## src/rtl/lbbt_pkg.sv

```systemverilog
// ============================================================================
// lbbt_pkg
// Shared codes, field widths and types for the per-label bounding box tracker.
// ============================================================================
package lbbt_pkg;

    // Field widths of the stream items
    localparam int unsigned CMD_W       = 2;
    localparam int unsigned LABEL_W     = 12;
    localparam int unsigned OUT_COORD_W = 16;

    // Packed stream widths (zero-filled to whole bytes)
    localparam int unsigned S_TDATA_W = 16;
    localparam int unsigned M_TDATA_W = 112;

    // Configuration port
    localparam int unsigned CFG_IDX_W  = 2;
    localparam int unsigned CFG_DATA_W = 17;
    localparam logic [CFG_DATA_W-1:0] SIZE_RESET = 17'd256;

    // Command codes
    localparam logic [CMD_W-1:0] CMD_INIT  = 2'd0;
    localparam logic [CMD_W-1:0] CMD_VOXEL = 2'd1;
    localparam logic [CMD_W-1:0] CMD_READ  = 2'd2;

    // Register indexes
    localparam logic [CFG_IDX_W-1:0] REG_SIZE_Z = 2'd0;
    localparam logic [CFG_IDX_W-1:0] REG_SIZE_Y = 2'd1;
    localparam logic [CFG_IDX_W-1:0] REG_SIZE_X = 2'd2;

    // Extent slots of one table entry, lowest first
    localparam int unsigned F_ZMIN = 0;
    localparam int unsigned F_ZMAX = 1;
    localparam int unsigned F_YMIN = 2;
    localparam int unsigned F_YMAX = 3;
    localparam int unsigned F_XMIN = 4;
    localparam int unsigned F_XMAX = 5;
    localparam int unsigned ENTRY_FIELDS = 6;

    // Control from the datapath to the coordinate counters
    typedef struct packed {
        logic clear;    // init request: back to origin
        logic advance;  // voxel request: step raster position
    } t_coord_ctrl;

endpackage

```

## src/rtl/lbbt_coord.sv

```systemverilog
// ============================================================================
// lbbt_coord
// Raster coordinate counters (x fastest, then y, then z) and the per-axis
// last-position registers loaded from the size configuration.
// ============================================================================
module lbbt_coord #(
    parameter int unsigned COORD_BITS = 16
) (
    input  logic                              i_clk,
    input  logic                              i_rst_n,
    input  logic                              i_cfg_valid,
    input  logic [lbbt_pkg::CFG_IDX_W-1:0]    i_cfg_index,
    input  logic [lbbt_pkg::CFG_DATA_W-1:0]   i_cfg_data,
    input  lbbt_pkg::t_coord_ctrl             i_ctrl,
    output logic [COORD_BITS-1:0]             o_pos_z,
    output logic [COORD_BITS-1:0]             o_pos_y,
    output logic [COORD_BITS-1:0]             o_pos_x,
    output logic [COORD_BITS-1:0]             o_last_z,
    output logic [COORD_BITS-1:0]             o_last_y,
    output logic [COORD_BITS-1:0]             o_last_x
);

    localparam logic [lbbt_pkg::CFG_DATA_W-1:0] SPAN =
        lbbt_pkg::CFG_DATA_W'(33'd1 << COORD_BITS);

    // Last valid position for a size, with size clamped to 1..SPAN
    function automatic logic [COORD_BITS-1:0] last_index(
        input logic [lbbt_pkg::CFG_DATA_W-1:0] size
    );
        logic [lbbt_pkg::CFG_DATA_W-1:0] s;
        s = size;
        if (s == '0) s = lbbt_pkg::CFG_DATA_W'(1);
        if (s > SPAN) s = SPAN;
        return COORD_BITS'(s - lbbt_pkg::CFG_DATA_W'(1));
    endfunction

    logic [COORD_BITS-1:0] r_last_z, r_last_y, r_last_x;
    logic [COORD_BITS-1:0] r_pos_z, r_pos_y, r_pos_x;
    logic [COORD_BITS-1:0] n_pos_z, n_pos_y, n_pos_x;

    // Size registers, stored as last position
    always_ff @(posedge i_clk) begin
        if (!i_rst_n) begin
            r_last_z <= last_index(lbbt_pkg::SIZE_RESET);
            r_last_y <= last_index(lbbt_pkg::SIZE_RESET);
            r_last_x <= last_index(lbbt_pkg::SIZE_RESET);
        end else if (i_cfg_valid) begin
            unique case (i_cfg_index)
                lbbt_pkg::REG_SIZE_Z: r_last_z <= last_index(i_cfg_data);
                lbbt_pkg::REG_SIZE_Y: r_last_y <= last_index(i_cfg_data);
                lbbt_pkg::REG_SIZE_X: r_last_x <= last_index(i_cfg_data);
                default: ;
            endcase
        end
    end

    // Raster step with wrap and carry
    always_comb begin
        n_pos_z = r_pos_z;
        n_pos_y = r_pos_y;
        n_pos_x = r_pos_x;
        if (i_ctrl.clear) begin
            n_pos_z = '0;
            n_pos_y = '0;
            n_pos_x = '0;
        end else if (i_ctrl.advance) begin
            if (r_pos_x >= r_last_x) begin
                n_pos_x = '0;
                if (r_pos_y >= r_last_y) begin
                    n_pos_y = '0;
                    n_pos_z = (r_pos_z >= r_last_z) ? '0 : r_pos_z + 1'b1;
                end else begin
                    n_pos_y = r_pos_y + 1'b1;
                end
            end else begin
                n_pos_x = r_pos_x + 1'b1;
            end
        end
    end

    always_ff @(posedge i_clk) begin
        if (!i_rst_n) begin
            r_pos_z <= '0;
            r_pos_y <= '0;
            r_pos_x <= '0;
        end else begin
            r_pos_z <= n_pos_z;
            r_pos_y <= n_pos_y;
            r_pos_x <= n_pos_x;
        end
    end

    assign o_pos_z  = r_pos_z;
    assign o_pos_y  = r_pos_y;
    assign o_pos_x  = r_pos_x;
    assign o_last_z = r_last_z;
    assign o_last_y = r_last_y;
    assign o_last_x = r_last_x;

endmodule
```

## config.mk

```make
export PLATFORM = sky130hd
export DESIGN_NAME = lbbt_coord
export DESIGN_NICKNAME = d
export VERILOG_FILES = /design/src/rtl/lbbt_pkg.sv /design/src/rtl/lbbt_coord.sv
export SDC_FILE = /design/constraint.sdc
export NUM_CORES = 1
export LEC_CHECK = 0
export BUFFER_PORTS_ARGS = -buffer_cell sky130_fd_sc_hd__buf_2
export CAP_MARGIN = 5
export CORE_ASPECT_RATIO = 0.5
export CORE_UTILIZATION = 52
export CTS_CLUSTER_SIZE = 25
export DETAILED_ROUTE_END_ITERATION = 10
export PLACE_DENSITY = 0.75
export SETUP_SLACK_MARGIN = 0.05
export SYNTH_ARGS = -nofsm -noshare
export SYNTH_HDL_FRONTEND = slang
export SYNTH_SLANG_ARGS = --single-unit
export TNS_END_PERCENT = 5
```

## constraint.sdc

```tcl
create_clock -name i_clk -period 2.98 [get_ports i_clk]
set_input_delay 0 -clock i_clk [delete_from_list [all_inputs] [get_ports i_clk]]
set_output_delay 0 -clock i_clk [all_outputs]
set_load 0.02 [all_outputs]
```

=== After elaboration in Yosys (flattened, before gate mapping) ===
Index checks and enable logic that the tools add are counted.
W data, S select, Z words.

* Bits in registers: 96
* Output and inout port bits: 96

* Add/sub/neg operators: 6
* Magnitude comparators: 6
* Equality and inequality tests: 2
* Mux-type cells: 25
* Bitwise logic cells: 1
* Reduce and logical (&&, ||, !) cells: 8

{| class="wikitable"
|+ Operators by type and width
! kind !! count
|-
| $mux W16 || 15
|-
| $mux W17 || 10
|-
| $gt A17 B17 Y1 const B || 3
|-
| $add A16 B1 Y16 const B || 3
|-
| $ge A16 B16 Y1 || 3
|-
| $sub A16 B1 Y16 const B || 3
|-
| $logic_not A17 Y1 || 1
|-
| $reduce_and A2 Y1 || 4
|-
| $reduce_and A3 Y1 || 1
|-
| $eq A2 B1 Y1 const B || 1
|-
| $eq A2 B2 Y1 const B || 1
|-
| $logic_not A2 Y1 || 1
|-
| $reduce_or A2 Y1 || 1
|-
| $not A1 Y1 || 1
|}

=== Longest topological paths before layout ===
* Depth after elaboration: 11
* Mapped depth: 12
* Gate-level depth less buffers: 12

=== Worst setup path before layout ===
No wires, ideal clock.

* Path kind: reg-to-reg
* From: register r_last_x[11], in the netlist o_last_x[11]
* To: register r_pos_z[15], in the netlist o_pos_z[15]
* Library setup time: 0.073 ns
* Arrival time: 2.689 ns
* Required time: 2.907 ns
* Setup slack: 0.217 ns
* Cell stages (with the launch flop): 10
* Path buffers: 1
* Clock period less this slack: 2.763 ns
* Cell sequence: dfxtp_1 -> inv_1 -> ha_1 -> nand4_1 -> a2111oi_2 -> a211o_2 -> or4b_4 -> buf_6 -> or4_1 -> a21oi_1

* Cells in the longest elaborated chain, start to end: 2

{| class="wikitable"
|+ Ends and longest elaborated chain
! item !! RTL line !! RTL
|-
| from (decl) || lbbt_coord.sv:37 || <nowiki>logic [COORD_BITS-1:0] r_last_z, r_last_y, r_last_x;</nowiki>
|-
| from (signal assigned) || lbbt_coord.sv:46 || <nowiki>r_last_x <= last_index(lbbt_pkg::SIZE_RESET);</nowiki>
|-
| from (signal assigned) || lbbt_coord.sv:51 || <nowiki>lbbt_pkg::REG_SIZE_X: r_last_x <= last_index(i_cfg_data);</nowiki>
|-
| $ge A16 B16 Y1 || lbbt_coord.sv:67 || <nowiki>if (r_pos_x >= r_last_x) begin</nowiki>
|-
| $reduce_and A3 Y1 (no source line) || n/a ||
|-
| to (signal assigned) || lbbt_coord.sv:87 || <nowiki>r_pos_z <= n_pos_z;</nowiki>
|-
| to (decl) || lbbt_coord.sv:38 || <nowiki>logic [COORD_BITS-1:0] r_pos_z, r_pos_y, r_pos_x;</nowiki>
|}

Every way passes these cells.
A chain may end at the register's enable or synchronous reset.

=== Worst setup path after layout ===
* From: register r_pos_y[0], in the netlist o_pos_y[0]
* To: register r_pos_z[6], in the netlist o_pos_z[6]

* Cells in the longest elaborated chain, start to end: 2

{| class="wikitable"
|+ Ends and longest elaborated chain
! item !! RTL line !! RTL
|-
| from (decl) || lbbt_coord.sv:38 ||
|-
| from (signal assigned) || lbbt_coord.sv:88 || <nowiki>r_pos_y <= n_pos_y;</nowiki>
|-
| $ge A16 B16 Y1 || lbbt_coord.sv:69 || <nowiki>if (r_pos_y >= r_last_y) begin</nowiki>
|-
| $reduce_and A3 Y1 (no source line) || n/a ||
|}

Every way passes these cells.

==> flow_metrics.tcl <==
set metrics [dict create \
    die-width_um 147 \
    fin_skew_ns 0.00835 \
    detailroute.via_count 5338 \
    yosysTopAreaCell "dfxtp_1" \
    design_power_total_mw 2.78 \
    netlist_instances 667 \
    critical_path.reg2reg.startpoint "o_pos_y[0]" \
    cts_tree "built" \
    cp_data_required_time_ns 3.23 \
    drt-vias-per-instance 5.75 \
    post-route-min-period_ns 2.80 \
    synth_area_sq_um 5440 \
    floorplan.core_area_sq_um 9790 \
    yosys.area_share.xor_xnor_pct 4.83 \
    dpl.cell_count 912 \
    fp.dieArea_sq_um 10900 \
    hold_path_class "input pin to flop" \
    groute.usage.overall_pct 27.7 \
    maxCapViolations 0 \
    numCtsBuffers 9 \
    wl_um 14900 \
    htree_levels 3 \
    pin_count_of_the_biggest_net_entering_global_routing 54 \
    dpl.hpwl_um 11600 \
    syn_avg_cell_area_sq_um 8.16 \
    critPathArrivalTime_ns 3.05 \
    synth-warning-count 0 \
    sum_of_negative_setup_slack_ns 0 \
    grt_pass1_wl_um 23400 \
    clock_latency_late_sink_ns 0.35 \
    io_buffers 119 \
    nets 864 \
    timing.final.setup_violations 0 \
    first_global_vias 4575 \
    initial_antenna_violation_count 0 \
    timing.rr.end "o_pos_z[6]" \
    finalHoldViolations 0 \
    grt_remaining_overflow 0 \
    power_per_cell_area_nw_per_um2 426 \
    most_frequently_used_flop_master_after_synthesis "dfxtp_1" \
    async_reset_ff_share_pct 0 \
    post-cts-setup-buffer-count 0 \
    ffs_latches_synth 96 \
    worstSetupStartpointType "flop" \
    timing.critical_path.fanout_max 11 \
    clockBufferDepth 2 \
    status "finished, final reports clean" \
    setup.worst_path.end_class "flop" \
    dp_worst_setup_slack_ns 0.168 \
    diodes 0 \
    design.portCount 120 \
    power_leakage_nw 3.21 \
    synth_adder_area_share_pct 12.0 \
    row_count 25 \
    synth-compound-area-share_pct 18.7 \
    ant_nets 0 \
    synth-simple-area-share_pct 22.8 \
    setup.worst_path.class "flop to flop" \
    area.growth.synth_to_final_pct 19.9 \
    worst-slew-pin-transition_ns 1.18 \
    placed_area_sq_um 6240 \
    slew_headroom_pct 20.9 \
    rr_worst_depth 10 \
    clk_root_buffer_cell "clkbuf_16" \
    detail_route.drc_violations 0 \
    routed_wire_length_per_instance_um 16.1 \
    rrSetupSlack_ns 0.18 \
    finalWeightedCongestion 0.893 \
    post-route-util_pct 66.6 \
    slew_violations 0 \
    start_util_pct 55.6 \
    layoutNonFillerInstCount 928 \
    min_delay_worst_endpoint "o_pos_y[1]" \
    main_combinational_cell_family_by_area_after_synthesis "simple AND/OR/NAND/NOR gates" \
    seq_area_frac_synth_pct 35.3 \
    grt_setup_unrepaired "true" \
    cts_sinks 96 \
    max-vdd-ir-drop_mv 0.338 \
    synthMuxAreaShare_pct 0.368 \
    synth_area_leaders "dfxtp_1, ha_1, nand2_1" \
    cts.reportedPaths.clkPinSlew_ns 0.07 \
    post_synth_num_cell_types 53 \
    die_h_um 74.3 \
    fmaxAchievable_mhz 357 \
    initialDrtViolationCount 402 \
    final.hold.worst_slack_ns 0.104 \
    holdPathStages 3 \
    number_of_nets_in_the_synthesized_netlist 743 \
    hold_path.startpoint "i_ctrl[0]" \
    netlist.area_leader.share_pct 35.3 \
    drtPass1Iterations 5 \
    synth_enable_flop_cells 0 \
    min_period_over_period_pct 93.9 \
    finalWorstSetupSlack_ns 0.180 \
    layout-drive-gt1-share_pct 20.7 \
    finalInstanceArea_sq_um 6530 \
]
[worst max-delay path: stages (launching register included)]
cell,delay [ns]
dfxtp_1,0.40
inv_1,0.10
ha_1,0.28
nand2b_1,0.13
a2111oi_0,0.43
o31ai_1,0.16
a211oi_1,0.36
nand3b_1,0.32
buf_4,0.24
a21oi_1,0.05
o32ai_1,0.21
[sequential cells by signal (all words and copies together), names as in the netlist]
register  cells
o_last_x     16
o_last_y     16
o_last_z     16
o_pos_x      16
o_pos_y      16
o_pos_z      16
[area by class of cell]
cell class / count / area [sq um]
clock buffer: 10 / 229
clock inverter: 6 / 52.6
fill: 850 / 3270
inverter: 58 / 218
multi-input combinational: 485 / 3200
sequential: 96 / 1920
tap: 135 / 169
timing repair buffer: 138 / 738
[layer usage]
metal | up-vias | global-route usage (%) | routed length, um
met4 | 0 | 5.56 | 112
met5 | - | 0 | 0
met3 | 14 | 5.52 | 1340
li1 | 2628 | - | -
met1 | 2468 | 41.0 | 7170
met2 | 228 | 41.8 | 6320
[logic make-up (layout without fill, tap and decap cells)]
kind of cell | count (synthesis) | in the layout
flops | 96 | 96
buf+inv | 86 | 212
simple gates | 246 | 246
xor+xnor | 30 | 30
mux | 2 | 2
compound gates | 155 | 155
fa+ha+maj | 52 | 52
[power by group]
part / leakage, nW / total, mW / internal (mW) / switching, mW
logic: 2.30 / 0.321 / 0.107 / 0.214
clock network: 0.132 / 1.12 / 0.580 / 0.535
registers: 0.780 / 1.34 / 1.31 / 0.0266
total: 3.21 / 2.78 / 2.00 / 0.775
[cells in the mapped netlist (5+ instances only)]
cell type,n
dfxtp_1,96
ha_1,52
and3_1,18
o31ai_1,5
o21ai_0,26
a211oi_1,5
nor2_1,46
or3_1,14
xnor2_1,5
o211ai_1,19
xor2_1,25
o22ai_1,7
a21o_1,8
inv_1,58
nand4_1,26
o21a_1,6
a21oi_1,49
o211a_1,7
nor3_1,13
nand2_1,71
nand3_1,26
clkbuf_1,25
[cell usage in the layout, fill, tap and decap left out, types with 8 or more instances in the layout]
cell and n:
ha_1 52, clkbuf_16 9, buf_4 19, or3_1 14, nor3_1 13, a21o_1 8
nand4_1 26, dfxtp_1 96, nand2_1 70, buf_2 119, and3_1 18, nand3_1 26
o21ai_0 25, xor2_1 25, nor2_1 46, inv_1 58, a21oi_1 49, o211ai_1 19
[repair_timing]
item | in CTS | in global routing
hold buffers | 0 | 0
endpoints found under the setup margin | 0 | 26
gates resized for setup | 0 | 3
[worst max path at each step]
| stage | startpoint | to |
|---|---|---|
| final | o_pos_y[0] | o_pos_z[6] |
| after global routing | o_pos_y[0] | o_pos_z[6] |
| after CTS | o_pos_y[0] | o_pos_y[7] |
| after detailed placement | o_pos_y[0] | o_pos_y[7] |
| after global placement | o_pos_y[0] | o_pos_z[13] |
| after floorplan | o_last_x[11] | o_pos_z[15] |
(Power assumes the default switching activity.)
